<file path="src/rtl/tcc_pkg.sv">
// ----------------------------------------------------------------------------
// Text console cursor engine package
// Shared constants, operation codes, command and status types and helpers.
// ----------------------------------------------------------------------------
package tcc_pkg;

	localparam int GLYPH_WIDTH  = 8;
	localparam int GLYPH_HEIGHT = 8;
	localparam int TAB_CELLS    = 4;
	localparam int MAX_SCALE    = 16;

	localparam int SCALE_W  = 5;
	localparam int CW_W     = $clog2(GLYPH_WIDTH * MAX_SCALE + 1);
	localparam int CH_W     = $clog2(GLYPH_HEIGHT * MAX_SCALE + 1);
	localparam int TAB_UNIT = GLYPH_WIDTH * TAB_CELLS;
	localparam int PER_W    = $clog2(TAB_UNIT * MAX_SCALE + 1);
	localparam int TABN_W   = $clog2(TAB_CELLS + 1);
	localparam int CFG_W    = 13;
	localparam int POS_W    = 16;

	// Input actions.
	localparam logic [1:0] ACT_PUT   = 2'd0;
	localparam logic [1:0] ACT_BS    = 2'd1;
	localparam logic [1:0] ACT_SHOW  = 2'd2;
	localparam logic [1:0] ACT_CLEAR = 2'd3;

	// Output commands.
	localparam logic [1:0] CMD_DRAW   = 2'd0;
	localparam logic [1:0] CMD_SCROLL = 2'd1;
	localparam logic [1:0] CMD_FILL   = 2'd2;

	// Character codes.
	localparam logic [7:0] CH_NL    = 8'd10;
	localparam logic [7:0] CH_TAB   = 8'd9;
	localparam logic [7:0] CH_SPACE = 8'd32;
	localparam logic [7:0] CH_BAR   = 8'd124;

	// Configuration register indexes.
	localparam logic [1:0] IDX_WIDTH  = 2'd0;
	localparam logic [1:0] IDX_HEIGHT = 2'd1;
	localparam logic [1:0] IDX_SCALE  = 2'd2;

	// Datapath operations.
	localparam logic [2:0] DP_NONE = 3'd0;
	localparam logic [2:0] DP_BRK  = 3'd1;
	localparam logic [2:0] DP_SCR  = 3'd2;
	localparam logic [2:0] DP_DRAW = 3'd3;
	localparam logic [2:0] DP_RET  = 3'd4;
	localparam logic [2:0] DP_FILL = 3'd5;
	localparam logic [2:0] DP_MOD  = 3'd6;
	localparam logic [2:0] DP_FIN  = 3'd7;

	// Glyph selects for a draw.
	localparam logic [1:0] G_CODE  = 2'd0;
	localparam logic [1:0] G_SPACE = 2'd1;
	localparam logic [1:0] G_BAR   = 2'd2;

	typedef struct packed {
		logic       load;
		logic [2:0] op;
		logic [1:0] gsel;
	} cmd_t;

	typedef struct packed {
		logic wrap;
		logic out_free;
		logic mod_busy;
		logic mod_zero;
	} sts_t;

	typedef struct packed {
		logic [1:0]       command;
		logic [6:0]       glyph_code;
		logic [POS_W-1:0] pos_x;
		logic [POS_W-1:0] pos_y;
		logic [7:0]       scroll_pixels;
	} res_t;

	function automatic logic [SCALE_W-1:0] eff_scale(input logic [SCALE_W-1:0] v);
		logic [SCALE_W-1:0] r;
		if (v == '0) begin
			r = SCALE_W'(1);
		end else if (v > SCALE_W'(MAX_SCALE)) begin
			r = SCALE_W'(MAX_SCALE);
		end else begin
			r = v;
		end
		return r;
	endfunction

	function automatic logic [7:0] sat8(input logic [CH_W-1:0] v);
		logic [15:0] w;
		w = 16'(v);
		return (w > 16'd255) ? 8'hFF : w[7:0];
	endfunction

endpackage

</file>
<file path="src/rtl/tcc_if.sv">
// ----------------------------------------------------------------------------
// Text console cursor engine channel interfaces
// Input, result and configuration write channels with valid/ready handshake.
// ----------------------------------------------------------------------------
interface tcc_in_if;
	logic       valid;
	logic       ready;
	logic [1:0] action;
	logic [7:0] char_code;

	modport source (output valid, action, char_code, input ready);
	modport sink (input valid, action, char_code, output ready);
endinterface

interface tcc_out_if;
	logic                      valid;
	logic                      ready;
	logic [1:0]                command;
	logic [6:0]                glyph_code;
	logic [tcc_pkg::POS_W-1:0] pos_x;
	logic [tcc_pkg::POS_W-1:0] pos_y;
	logic [7:0]                scroll_pixels;
	logic                      last;

	modport source (output valid, command, glyph_code, pos_x, pos_y, scroll_pixels, last,
		input ready);
	modport sink (input valid, command, glyph_code, pos_x, pos_y, scroll_pixels, last,
		output ready);
endinterface

interface tcc_cfg_if;
	logic                      valid;
	logic                      ready;
	logic [1:0]                index;
	logic [tcc_pkg::CFG_W-1:0] data;

	modport source (output valid, index, data, input ready);
	modport sink (input valid, index, data, output ready);
endinterface

</file>
<file path="src/rtl/text_console_cursor_engine.sv">
// ----------------------------------------------------------------------------
// Text console cursor engine
// Turns console transactions into draw, scroll and fill command transactions.
// ----------------------------------------------------------------------------
// One transaction at a time: input is taken again only once the sequencer is back in idle.
// A line wrap adds a break and a scroll step; clear is one fill step, show cursor a bar and a step back.
// A tab draws spaces until the remainder unit finds the cursor x on a tab stop, at most 4 spaces.
// A stalled result side holds the sequencer at every draw, scroll, fill and finish step.
// Reset returns the cursor to 0,0, the line advance to one glyph height and registers to default.
module text_console_cursor_engine (
	input  logic       clk,
	input  logic       arst_n,
	tcc_in_if.sink     in_ch,
	tcc_out_if.source  out_ch,
	tcc_cfg_if.sink    cfg_ch
);

	tcc_pkg::cmd_t cmd;
	tcc_pkg::sts_t sts;

	tcc_ctrl u_ctrl (
		.clk    (clk),
		.arst_n (arst_n),
		.in_ch  (in_ch),
		.sts    (sts),
		.cmd    (cmd)
	);

	tcc_dp u_dp (
		.clk       (clk),
		.arst_n    (arst_n),
		.char_code (in_ch.char_code),
		.cmd       (cmd),
		.sts       (sts),
		.out_ch    (out_ch),
		.cfg_ch    (cfg_ch)
	);

	a_busy_after_accept: assert property (@(posedge clk) disable iff (!arst_n)
		(in_ch.valid && in_ch.ready) |=> !in_ch.ready)
		else $error("input taken again right after a transaction");

	a_no_op_while_idle: assert property (@(posedge clk) disable iff (!arst_n)
		(cmd.op != tcc_pkg::DP_NONE) |-> !in_ch.ready)
		else $error("datapath step issued while input is open");

	a_tab_wait_blocks: assert property (@(posedge clk) disable iff (!arst_n)
		sts.mod_busy |-> !in_ch.ready)
		else $error("tab stop search running while input is open");

endmodule

</file>
<file path="src/rtl/tcc_rem.sv">
// ----------------------------------------------------------------------------
// Tab stop remainder unit
// Restoring remainder of the cursor x by the tab period, one bit per cycle.
// ----------------------------------------------------------------------------
module tcc_rem (
	input  logic                       clk,
	input  logic                       arst_n,
	input  logic                       start,
	input  logic [tcc_pkg::POS_W-1:0]  dividend,
	input  logic [tcc_pkg::PER_W-1:0]  divisor,
	output logic                       busy,
	output logic                       zero
);

	localparam int CNT_W = $clog2(tcc_pkg::POS_W + 1);

	logic [CNT_W-1:0]          cnt_q;
	logic [tcc_pkg::PER_W-1:0] rem_q;
	logic [tcc_pkg::POS_W-1:0] sh_q;
	logic [tcc_pkg::PER_W:0]   trial;
	logic [tcc_pkg::PER_W:0]   trial_sub;

	always_comb begin
		trial = {rem_q, sh_q[tcc_pkg::POS_W-1]};
		if (trial >= {1'b0, divisor}) begin
			trial_sub = trial - {1'b0, divisor};
		end else begin
			trial_sub = trial;
		end
	end

	always_ff @(posedge clk or negedge arst_n) begin
		if (!arst_n) begin
			cnt_q <= '0;
		end else if (start) begin
			cnt_q <= CNT_W'(tcc_pkg::POS_W);
		end else if (cnt_q != '0) begin
			cnt_q <= cnt_q - CNT_W'(1);
		end
	end

	always_ff @(posedge clk) begin
		if (start) begin
			rem_q <= '0;
			sh_q  <= dividend;
		end else if (cnt_q != '0) begin
			rem_q <= trial_sub[tcc_pkg::PER_W-1:0];
			sh_q  <= {sh_q[tcc_pkg::POS_W-2:0], 1'b0};
		end
	end

	assign busy = (cnt_q != '0);
	assign zero = (rem_q == '0);

endmodule

</file>
<file path="src/rtl/tcc_dp.sv">
// ----------------------------------------------------------------------------
// Cursor datapath
// Configuration registers, cursor state, result lookahead and output register.
// ----------------------------------------------------------------------------
module tcc_dp (
	input  logic                 clk,
	input  logic                 arst_n,
	input  logic [7:0]           char_code,
	input  tcc_pkg::cmd_t        cmd,
	output tcc_pkg::sts_t        sts,
	tcc_out_if.source            out_ch,
	tcc_cfg_if.sink              cfg_ch
);

	logic [tcc_pkg::CFG_W-1:0]   win_w_q;
	logic [tcc_pkg::CFG_W-1:0]   win_h_q;
	logic [tcc_pkg::SCALE_W-1:0] scale_q;
	logic [tcc_pkg::POS_W-1:0]   cx_q;
	logic [tcc_pkg::POS_W-1:0]   cy_q;
	logic [7:0]                  adv_q;
	logic [7:0]                  code_q;
	logic                        pend_vld_q;
	tcc_pkg::res_t               pend_q;
	logic                        out_vld_q;
	tcc_pkg::res_t               out_q;
	logic                        out_last_q;

	logic [tcc_pkg::CW_W-1:0]    cw;
	logic [tcc_pkg::CH_W-1:0]    ch;
	logic [tcc_pkg::PER_W-1:0]   period;
	logic [tcc_pkg::SCALE_W-1:0] new_scale;
	logic [tcc_pkg::CH_W-1:0]    new_ch;
	logic [7:0]                  glyph;
	logic                        out_free;
	logic                        emit;
	logic                        move;
	tcc_pkg::res_t               new_res;
	logic [tcc_pkg::POS_W-1:0]   cx_d;
	logic [tcc_pkg::POS_W-1:0]   cy_d;
	logic [7:0]                  adv_d;
	logic                        cfg_hit;
	logic                        mod_busy;
	logic                        mod_zero;

	assign cw        = tcc_pkg::CW_W'(int'(scale_q) * tcc_pkg::GLYPH_WIDTH);
	assign ch        = tcc_pkg::CH_W'(int'(scale_q) * tcc_pkg::GLYPH_HEIGHT);
	assign period    = tcc_pkg::PER_W'(int'(scale_q) * tcc_pkg::TAB_UNIT);
	assign new_scale = tcc_pkg::eff_scale(cfg_ch.data[tcc_pkg::SCALE_W-1:0]);
	assign new_ch    = tcc_pkg::CH_W'(int'(new_scale) * tcc_pkg::GLYPH_HEIGHT);
	assign cfg_hit   = cfg_ch.valid && cfg_ch.ready;
	assign out_free  = !out_vld_q || out_ch.ready;

	always_comb begin
		unique case (cmd.gsel)
			tcc_pkg::G_SPACE: glyph = tcc_pkg::CH_SPACE;
			tcc_pkg::G_BAR:   glyph = tcc_pkg::CH_BAR;
			default:          glyph = code_q;
		endcase
	end

	always_comb begin
		cx_d    = cx_q;
		cy_d    = cy_q;
		adv_d   = adv_q;
		emit    = 1'b0;
		new_res = '0;
		case (cmd.op)
			tcc_pkg::DP_BRK: begin
				cy_d  = cy_q + tcc_pkg::POS_W'(adv_q);
				cx_d  = '0;
				adv_d = tcc_pkg::sat8(ch);
			end
			tcc_pkg::DP_SCR: begin
				if ((17'(cy_q) + 17'(ch)) > 17'(win_h_q)) begin
					emit                  = 1'b1;
					new_res.command       = tcc_pkg::CMD_SCROLL;
					new_res.scroll_pixels = 8'(ch);
					cy_d                  = cy_q - tcc_pkg::POS_W'(ch);
				end
			end
			tcc_pkg::DP_DRAW: begin
				if (!glyph[7]) begin
					emit               = 1'b1;
					new_res.command    = tcc_pkg::CMD_DRAW;
					new_res.glyph_code = glyph[6:0];
					new_res.pos_x      = cx_q;
					new_res.pos_y      = cy_q;
				end
				cx_d = cx_q + tcc_pkg::POS_W'(cw);
			end
			tcc_pkg::DP_RET: begin
				if (cx_q == '0) begin
					cx_d = tcc_pkg::POS_W'(win_w_q) - tcc_pkg::POS_W'(cw);
					cy_d = cy_q - tcc_pkg::POS_W'(ch);
				end else begin
					cx_d = cx_q - tcc_pkg::POS_W'(cw);
				end
			end
			tcc_pkg::DP_FILL: begin
				emit            = 1'b1;
				new_res.command = tcc_pkg::CMD_FILL;
				cx_d            = '0;
				cy_d            = '0;
			end
			default: begin
			end
		endcase
		if (cfg_hit && (cfg_ch.index == tcc_pkg::IDX_SCALE) &&
			(16'(new_ch) > 16'(adv_q))) begin
			adv_d = tcc_pkg::sat8(new_ch);
		end
	end

	assign move = pend_vld_q && (emit || (cmd.op == tcc_pkg::DP_FIN));

	always_ff @(posedge clk or negedge arst_n) begin
		if (!arst_n) begin
			win_w_q    <= tcc_pkg::CFG_W'(1024);
			win_h_q    <= tcc_pkg::CFG_W'(768);
			scale_q    <= tcc_pkg::SCALE_W'(1);
			cx_q       <= '0;
			cy_q       <= '0;
			adv_q      <= tcc_pkg::sat8(tcc_pkg::CH_W'(tcc_pkg::GLYPH_HEIGHT));
			pend_vld_q <= 1'b0;
			out_vld_q  <= 1'b0;
		end else begin
			cx_q  <= cx_d;
			cy_q  <= cy_d;
			adv_q <= adv_d;
			if (cfg_hit) begin
				unique case (cfg_ch.index)
					tcc_pkg::IDX_WIDTH:  win_w_q <= cfg_ch.data;
					tcc_pkg::IDX_HEIGHT: win_h_q <= cfg_ch.data;
					tcc_pkg::IDX_SCALE:  scale_q <= new_scale;
					default: begin
					end
				endcase
			end
			if (emit) begin
				pend_vld_q <= 1'b1;
			end else if (cmd.op == tcc_pkg::DP_FIN) begin
				pend_vld_q <= 1'b0;
			end
			if (move) begin
				out_vld_q <= 1'b1;
			end else if (out_ch.ready) begin
				out_vld_q <= 1'b0;
			end
		end
	end

	always_ff @(posedge clk) begin
		if (cmd.load) begin
			code_q <= char_code;
		end
		if (emit) begin
			pend_q <= new_res;
		end
		if (move) begin
			out_q      <= pend_q;
			out_last_q <= (cmd.op == tcc_pkg::DP_FIN);
		end
	end

	tcc_rem u_rem (
		.clk      (clk),
		.arst_n   (arst_n),
		.start    (cmd.op == tcc_pkg::DP_MOD),
		.dividend (cx_q),
		.divisor  (period),
		.busy     (mod_busy),
		.zero     (mod_zero)
	);

	assign sts.wrap     = (17'(cx_q) + 17'(cw)) > 17'(win_w_q);
	assign sts.out_free = out_free;
	assign sts.mod_busy = mod_busy;
	assign sts.mod_zero = mod_zero;

	assign cfg_ch.ready         = 1'b1;
	assign out_ch.valid         = out_vld_q;
	assign out_ch.command       = out_q.command;
	assign out_ch.glyph_code    = out_q.glyph_code;
	assign out_ch.pos_x         = out_q.pos_x;
	assign out_ch.pos_y         = out_q.pos_y;
	assign out_ch.scroll_pixels = out_q.scroll_pixels;
	assign out_ch.last          = out_last_q;

endmodule

</file>
<file path="src/rtl/tcc_ctrl.sv">
// ----------------------------------------------------------------------------
// Cursor controller
// Sequences each console transaction into datapath steps and waits on output.
// ----------------------------------------------------------------------------
module tcc_ctrl (
	input  logic          clk,
	input  logic          arst_n,
	tcc_in_if.sink        in_ch,
	input  tcc_pkg::sts_t sts,
	output tcc_pkg::cmd_t cmd
);

	localparam logic [3:0] S_IDLE  = 4'd0;
	localparam logic [3:0] S_FETCH = 4'd1;
	localparam logic [3:0] S_TEST  = 4'd2;
	localparam logic [3:0] S_BRK   = 4'd3;
	localparam logic [3:0] S_SCR   = 4'd4;
	localparam logic [3:0] S_DRAW  = 4'd5;
	localparam logic [3:0] S_RET   = 4'd6;
	localparam logic [3:0] S_FILL  = 4'd7;
	localparam logic [3:0] S_MODS  = 4'd8;
	localparam logic [3:0] S_MODW  = 4'd9;
	localparam logic [3:0] S_FIN   = 4'd10;

	localparam logic [2:0] SEQ_PUT   = 3'd0;
	localparam logic [2:0] SEQ_NL    = 3'd1;
	localparam logic [2:0] SEQ_TAB   = 3'd2;
	localparam logic [2:0] SEQ_BS    = 3'd3;
	localparam logic [2:0] SEQ_SHOW  = 3'd4;
	localparam logic [2:0] SEQ_CLEAR = 3'd5;

	localparam logic [2:0] M_SPACE = 3'd0;
	localparam logic [2:0] M_BAR   = 3'd1;
	localparam logic [2:0] M_CODE  = 3'd2;
	localparam logic [2:0] M_RET   = 3'd3;
	localparam logic [2:0] M_LB    = 3'd4;
	localparam logic [2:0] M_TAB   = 3'd5;
	localparam logic [2:0] M_FILL  = 3'd6;
	localparam logic [2:0] M_END   = 3'd7;

	function automatic logic [2:0] macro_at(input logic [2:0] seq, input logic [2:0] step);
		logic [2:0] m;
		m = M_END;
		case (seq)
			SEQ_PUT: begin
				if (step == 3'd0) m = M_CODE;
			end
			SEQ_NL: begin
				case (step)
					3'd0:    m = M_SPACE;
					3'd1:    m = M_RET;
					3'd2:    m = M_LB;
					default: m = M_END;
				endcase
			end
			SEQ_TAB: begin
				case (step)
					3'd0:    m = M_SPACE;
					3'd1:    m = M_TAB;
					default: m = M_END;
				endcase
			end
			SEQ_BS: begin
				case (step)
					3'd0:              m = M_SPACE;
					3'd1, 3'd2, 3'd4:  m = M_RET;
					3'd3:              m = M_BAR;
					default:           m = M_END;
				endcase
			end
			SEQ_SHOW: begin
				case (step)
					3'd0:    m = M_BAR;
					3'd1:    m = M_RET;
					default: m = M_END;
				endcase
			end
			SEQ_CLEAR: begin
				if (step == 3'd0) m = M_FILL;
			end
			default: m = M_END;
		endcase
		return m;
	endfunction

	logic [3:0]                 state_q;
	logic [3:0]                 state_d;
	logic [2:0]                 seq_q;
	logic [2:0]                 seq_d;
	logic [2:0]                 step_q;
	logic [2:0]                 step_d;
	logic [1:0]                 gsel_q;
	logic [1:0]                 gsel_d;
	logic                       brk_put_q;
	logic                       brk_put_d;
	logic [tcc_pkg::TABN_W-1:0] tab_n_q;
	logic [tcc_pkg::TABN_W-1:0] tab_n_d;
	logic [2:0]                 macro;
	logic [2:0]                 seq_in;

	assign macro = macro_at(seq_q, step_q);

	always_comb begin
		unique case (in_ch.action)
			tcc_pkg::ACT_PUT: begin
				if (in_ch.char_code == tcc_pkg::CH_NL) begin
					seq_in = SEQ_NL;
				end else if (in_ch.char_code == tcc_pkg::CH_TAB) begin
					seq_in = SEQ_TAB;
				end else begin
					seq_in = SEQ_PUT;
				end
			end
			tcc_pkg::ACT_BS:   seq_in = SEQ_BS;
			tcc_pkg::ACT_SHOW: seq_in = SEQ_SHOW;
			default:           seq_in = SEQ_CLEAR;
		endcase
	end

	always_comb begin
		state_d     = state_q;
		seq_d       = seq_q;
		step_d      = step_q;
		gsel_d      = gsel_q;
		brk_put_d   = brk_put_q;
		tab_n_d     = tab_n_q;
		cmd.load    = 1'b0;
		cmd.op      = tcc_pkg::DP_NONE;
		cmd.gsel    = gsel_q;
		in_ch.ready = 1'b0;
		unique case (state_q)
			S_IDLE: begin
				in_ch.ready = 1'b1;
				if (in_ch.valid) begin
					cmd.load = 1'b1;
					seq_d    = seq_in;
					step_d   = '0;
					tab_n_d  = '0;
					state_d  = S_FETCH;
				end
			end
			S_FETCH: begin
				step_d = step_q + 3'd1;
				case (macro)
					M_SPACE: begin
						gsel_d  = tcc_pkg::G_SPACE;
						state_d = S_TEST;
					end
					M_BAR: begin
						gsel_d  = tcc_pkg::G_BAR;
						state_d = S_TEST;
					end
					M_CODE: begin
						gsel_d  = tcc_pkg::G_CODE;
						state_d = S_TEST;
					end
					M_RET:  state_d = S_RET;
					M_LB: begin
						brk_put_d = 1'b0;
						state_d   = S_BRK;
					end
					M_TAB:  state_d = S_MODS;
					M_FILL: state_d = S_FILL;
					default: begin
						step_d  = step_q;
						state_d = S_FIN;
					end
				endcase
			end
			S_TEST: begin
				if (sts.wrap) begin
					brk_put_d = 1'b1;
					state_d   = S_BRK;
				end else begin
					state_d = S_DRAW;
				end
			end
			S_BRK: begin
				cmd.op  = tcc_pkg::DP_BRK;
				state_d = S_SCR;
			end
			S_SCR: begin
				if (sts.out_free) begin
					cmd.op  = tcc_pkg::DP_SCR;
					state_d = brk_put_q ? S_DRAW : S_FETCH;
				end
			end
			S_DRAW: begin
				if (sts.out_free) begin
					cmd.op  = tcc_pkg::DP_DRAW;
					state_d = S_FETCH;
				end
			end
			S_RET: begin
				cmd.op  = tcc_pkg::DP_RET;
				state_d = S_FETCH;
			end
			S_FILL: begin
				if (sts.out_free) begin
					cmd.op  = tcc_pkg::DP_FILL;
					state_d = S_FETCH;
				end
			end
			S_MODS: begin
				cmd.op  = tcc_pkg::DP_MOD;
				tab_n_d = tab_n_q + tcc_pkg::TABN_W'(1);
				state_d = S_MODW;
			end
			S_MODW: begin
				if (!sts.mod_busy) begin
					if (!sts.mod_zero && (tab_n_q < tcc_pkg::TABN_W'(tcc_pkg::TAB_CELLS))) begin
						step_d  = '0;
						state_d = S_FETCH;
					end else begin
						state_d = S_FIN;
					end
				end
			end
			S_FIN: begin
				if (sts.out_free) begin
					cmd.op  = tcc_pkg::DP_FIN;
					state_d = S_IDLE;
				end
			end
			default: state_d = S_IDLE;
		endcase
	end

	always_ff @(posedge clk or negedge arst_n) begin
		if (!arst_n) begin
			state_q   <= S_IDLE;
			seq_q     <= SEQ_PUT;
			step_q    <= '0;
			gsel_q    <= tcc_pkg::G_CODE;
			brk_put_q <= 1'b0;
			tab_n_q   <= '0;
		end else begin
			state_q   <= state_d;
			seq_q     <= seq_d;
			step_q    <= step_d;
			gsel_q    <= gsel_d;
			brk_put_q <= brk_put_d;
			tab_n_q   <= tab_n_d;
		end
	end

endmodule

</file>
<file path="src/flat_wrapper.sv">
// flat-port wrapper written by rule: the top's interface ports become plain ports
module text_console_cursor_engine_flat 
  (clk, arst_n, in_ch_valid, in_ch_action, in_ch_char_code, in_ch_ready, out_ch_valid, out_ch_command, out_ch_glyph_code, out_ch_pos_x, out_ch_pos_y, out_ch_scroll_pixels, out_ch_last, out_ch_ready, cfg_ch_valid, cfg_ch_index, cfg_ch_data, cfg_ch_ready);
  tcc_in_if in_ch_i ();
  tcc_out_if out_ch_i ();
  tcc_cfg_if cfg_ch_i ();
  input  logic clk;
  input  logic arst_n;
  input wire logic [$bits(in_ch_i.valid)-1:0] in_ch_valid;
  input wire logic [$bits(in_ch_i.action)-1:0] in_ch_action;
  input wire logic [$bits(in_ch_i.char_code)-1:0] in_ch_char_code;
  output wire logic [$bits(in_ch_i.ready)-1:0] in_ch_ready;
  output wire logic [$bits(out_ch_i.valid)-1:0] out_ch_valid;
  output wire logic [$bits(out_ch_i.command)-1:0] out_ch_command;
  output wire logic [$bits(out_ch_i.glyph_code)-1:0] out_ch_glyph_code;
  output wire logic [$bits(out_ch_i.pos_x)-1:0] out_ch_pos_x;
  output wire logic [$bits(out_ch_i.pos_y)-1:0] out_ch_pos_y;
  output wire logic [$bits(out_ch_i.scroll_pixels)-1:0] out_ch_scroll_pixels;
  output wire logic [$bits(out_ch_i.last)-1:0] out_ch_last;
  input wire logic [$bits(out_ch_i.ready)-1:0] out_ch_ready;
  input wire logic [$bits(cfg_ch_i.valid)-1:0] cfg_ch_valid;
  input wire logic [$bits(cfg_ch_i.index)-1:0] cfg_ch_index;
  input wire logic [$bits(cfg_ch_i.data)-1:0] cfg_ch_data;
  output wire logic [$bits(cfg_ch_i.ready)-1:0] cfg_ch_ready;
  assign in_ch_i.valid = in_ch_valid;
  assign in_ch_i.action = in_ch_action;
  assign in_ch_i.char_code = in_ch_char_code;
  assign in_ch_ready = in_ch_i.ready;
  assign out_ch_valid = out_ch_i.valid;
  assign out_ch_command = out_ch_i.command;
  assign out_ch_glyph_code = out_ch_i.glyph_code;
  assign out_ch_pos_x = out_ch_i.pos_x;
  assign out_ch_pos_y = out_ch_i.pos_y;
  assign out_ch_scroll_pixels = out_ch_i.scroll_pixels;
  assign out_ch_last = out_ch_i.last;
  assign out_ch_i.ready = out_ch_ready;
  assign cfg_ch_i.valid = cfg_ch_valid;
  assign cfg_ch_i.index = cfg_ch_index;
  assign cfg_ch_i.data = cfg_ch_data;
  assign cfg_ch_ready = cfg_ch_i.ready;
  text_console_cursor_engine u_core (.clk(clk), .arst_n(arst_n), .in_ch(in_ch_i), .out_ch(out_ch_i), .cfg_ch(cfg_ch_i));
endmodule
</file>
<file path="config.mk">
export PLATFORM = sky130hd
export DESIGN_NAME = text_console_cursor_engine_flat
export DESIGN_NICKNAME = d
export VERILOG_FILES = /design/src/rtl/tcc_pkg.sv /design/src/rtl/tcc_if.sv /design/src/rtl/text_console_cursor_engine.sv /design/src/rtl/tcc_rem.sv /design/src/rtl/tcc_dp.sv /design/src/rtl/tcc_ctrl.sv /design/src/flat_wrapper.sv
export SDC_FILE = /design/constraint.sdc
export NUM_CORES = 1
export LEC_CHECK = 0
export BUFFER_PORTS_ARGS = -buffer_cell sky130_fd_sc_hd__buf_2
export CORE_UTILIZATION = 37
export CTS_CLUSTER_SIZE = 16
export DETAILED_ROUTE_END_ITERATION = 8
export PLACE_DENSITY = 0.62
export RECOVER_POWER = 25
export SLEW_MARGIN = 20
export SYNTH_ARGS = -nofsm -noshare
export SYNTH_HDL_FRONTEND = slang
export SYNTH_SLANG_ARGS = --single-unit
</file>
<file path="constraint.sdc">
create_clock -name clk -period 6.8 [get_ports clk]
set_input_delay 0 -clock clk [delete_from_list [all_inputs] [get_ports clk]]
set_output_delay 0 -clock clk [all_outputs]
set_load 0.02 [all_outputs]
</file>
==> metrics.yaml <==
antenna_found_initial: 0
synthMuxAreaShare_pct: 2.32
grt_pass1_wl_um: 43700
clk_latency_ns: 0.52
drc: 0
crit_path_start_kind: "register"
min_path_type: "in2reg"
dieArea_um2: 31700
synth-simple-area-share_pct: 16.0
wl_per_cell_um: 16.8
synth_area_leaders: "edfxtp_1 (29%), dfrtp_1 (18%), ha_1 (8.3%)"
yosys.cell_count.top_type: "nand2_1"
period_minus_slack_ns: 4.91
cts_tree: "done"
drt_iter0_markers: 550
ioPinCount: 83
core_um2: 30500
synth-xor-area-share_pct: 3.06
violations: "capacitance limit, slew limit"
synth_top_area_share_pct: 29.1
pwr-share-seq_pct: 34.1
syn_area_per_cell_um2: 10.3
die_h_um: 178
netlist_area_um2: 11500
power_frac_comb_pct: 46.6
period_share_pct: 72.3
internal-power_w: 0.00417
ys_ff_latch: 209
ant_nets: 0
synth_edf_count: 111
final_cell_count_no_fill: 1619
worstSetupEndpointType: "register"
finalPower_w: 0.00705
tightest_slew_ns: 2.43
io_buffer_count: 75
finalSetupTns_ns: 0
pwr-share-clk_pct: 19.3
cts_max_path_buffers: 3
ys_seq_area_share_pct: 50.1
cap_violations: 1
p_sw_w: 0.00288
diodes: 0
critPathRequiredTime_ns: 7.19
grt_pass1_vias: 8254
final_util_pct: 43.6
final_nets: 1317
viasPerCell: 5.28
ys.warnings.count: 0
synth_fa_ha_area_share_pct: 9.44
synthFlopType: "edfxtp_1"
dpl.cell_count: 1548
gp_congestion: 0.883
area_delta_synth_final_pct: 16.2
vias: 8555
grt_remaining_overflow: 0
dr.pass1.iters: 5
synth_top_family_by_area: "simple AND/OR/NAND/NOR gates"
max_slew_margin_pct: -61.9
start_util_pct: 37.5
final_layout_size_suffix_gt1_share_pct: 13.0
path_class: "reg2reg"
pwr_density_cell_nw_per_um2: 530
synthArstFlopShare_pct: 42.1
num_rows: 64
total_leakage_power_nw: 5.54
drv_slew: 42
vdd_drop_max_v: 0.000171
grt_setup_unrepaired: "no"
yosysUniqueCellTypes: 78
setup_viol: 0
hold_viol: 0
synth_compound_area_share_pct: 14.6
netlist_instances: 1109
netlist_top_cells_count: "nand2_1 (125), edfxtp_1 (111), dfrtp_1 (83)"
clock_sinks: 209
grt_max_degree: 49
arrival_ns: 5.30
totalWireLength_um: 27200
die_w_um: 178
cts_made_buffers: 24
max_freq_mhz: 204
grt_util_all_layers_pct: 17.4
clockRootBuffer: "clkbuf_16"
cp_max_fo: 44
fin_skew_ns: 0.0208
p_sw_share_pct: 40.9
dp_hpwl_um: 19700
status: "complete, but fails checks"
htreeDepth: 1
path_clk_slew_ns: 0.07
yosysTopAreaCell: "edfxtp_1"
cts-resized-gates: 0
[area by class of cell]
cell class,count,area [um2]
Clock inverter,16,201
Fill cell,2948,17200
Multi-Input combinational cell,786,5260
Clock buffer,28,637
Inverter,72,270
Timing Repair Buffer,112,711
Tap cell,396,495
Sequential cell,209,5740
[layer usage]
metal	GRT usage, %	routed length, um
met1	24.5	12600
met2	27.5	12400
met3	3.11	1690
met4	4.17	496
met5	0	0
[state kept, by name (all words and copies together) (netlist names), 2 cells and up]
register / count
u_core.u_dp.cy_q: 13
u_core.u_dp.win_w_q: 13
u_core.u_dp.out_ch.pos_x: 16
u_core.u_dp.out_ch.pos_y: 13
u_core.u_ctrl.seq_q: 3
u_core.u_dp.scale_q: 5
u_core.u_dp.adv_q: 5
u_core.u_dp.out_ch.glyph_code: 7
u_core.u_dp.u_rem.rem_q: 10
u_core.u_dp.out_ch.command: 2
u_core.u_ctrl.tab_n_q: 3
u_core.u_ctrl.step_q: 3
u_core.u_dp.out_ch.scroll_pixels: 5
u_core.u_dp.u_rem.cnt_q: 5
u_core.u_dp.code_q: 8
u_core.u_dp.pend_q: 43
u_core.u_dp.u_rem.sh_q: 16
u_core.u_dp.cx_q: 16
u_core.u_dp.win_h_q: 13
u_core.u_ctrl.state_q: 4
u_core.u_ctrl.gsel_q: 2
[power by group through the flow]
stage          clock network [W]  logic, W  registers (W)
6_report                 0.00136   0.00328        0.00241
3_3_place_gp                   0   0.00318        0.00241
4_1_cts                  0.00139   0.00328        0.00240
3_5_place_dp                   0   0.00324        0.00242
2_1_floorplan                  0   0.00243        0.00242
5_1_grt                  0.00144   0.00370        0.00247
[path summary, 6_finish.rpt]
kind | startpoint | end | slack, ns | depth (start not counted)
min in group asynchronous | arst_n | u_core.u_dp.win_h_q[10]$_DFFE_PN0P_ | 0.78 | 2
setup / recovery | u_core.u_dp.scale_q[0]$_DFFE_PN1P_ | u_core.u_dp.pend_vld_q$_DFFE_PN0P_ | 1.89 | 16
hold reg to reg | u_core.u_dp.pend_q[34]$_SDFFCE_PP0P_ | u_core.u_dp.out_ch.pos_x[10]$_DFFE_PP_ | 0.42 | 0
hold / removal | cfg_ch_index[0] | u_core.u_dp.win_w_q[5]$_DFFE_PN0P_ | 0.03 | 4
setup reg to reg | u_core.u_dp.scale_q[0]$_DFFE_PN1P_ | u_core.u_dp.pend_vld_q$_DFFE_PN0P_ | 1.89 | 16
max in group asynchronous | arst_n | u_core.u_dp.cx_q[3]$_DFFE_PN0P_ | 4.33 | 3
[what timing repair did]
action,4_1_cts,5_1_grt
hold buffers,27,0
endpoints found under the hold margin,89,0
setup buffers,0,0
[worst max-delay path, stage by stage, from the launching register on]
cell and delay, ns:
dfstp_2 0.64, ha_1 0.22, inv_1 0.06, fa_1 0.39, nor2b_1 0.15, o31a_1 0.20, o2111ai_1 0.13, xnor2_1 0.17
ha_1 0.29, and4_1 0.24, nand2_1 0.06, or4_1 0.45, o21ai_1 0.11, a21oi_1 0.13, or2_1 0.33, or3_2 0.93
a21o_1 0.30
[per-stage QoR]
stage	hold slack [ns]	worst slack, ns	cell area (um2)
CTS	0.0144	1.85	13300
floorplan	-0.296	2.06	11500
detailed placement	0.0473	1.86	12200
global placement	0.0418	1.98	12200
global route	0.0645	1.56	13300
finish	0.0265	1.89	13300
[kinds of logic (layout without fill, tap and decap cells)]
family                     after synthesis  in the layout
adders and majority gates               83             83
muxes                                   24             24
DFF                                    209            209
AOI/OAI and AO/OA                      257            257
buffers and inverters                  119            228
and+or+nand+nor                        375            375
other                                    2              7
xor gates and xnor gates                40             40
[placed cells by master, fill, tap and decap left out, drive strengths merged, types with 8 or more instances in the layout]
| cell type | count |
|---|---|
| a211oi | 14 |
| a21o | 9 |
| a21oi | 62 |
| and2 | 28 |
| buf | 77 |
| clkbuf | 36 |
| clkinv | 8 |
| dfrtp | 83 |
| dfxtp | 10 |
| dlygate4sd3 | 27 |
| edfxtp | 111 |
| ha | 76 |
| inv | 75 |
| mux2 | 17 |
| nand2 | 125 |
| nand2b | 15 |
| nand3 | 17 |
| nor2 | 80 |
| nor2b | 16 |
| nor3 | 29 |
| nor4 | 10 |
| o211ai | 8 |
| o21a | 19 |
| o21ai | 75 |
| or3 | 18 |
| xnor2 | 25 |
| xor2 | 15 |
Power figures use the tool's default switching activity.
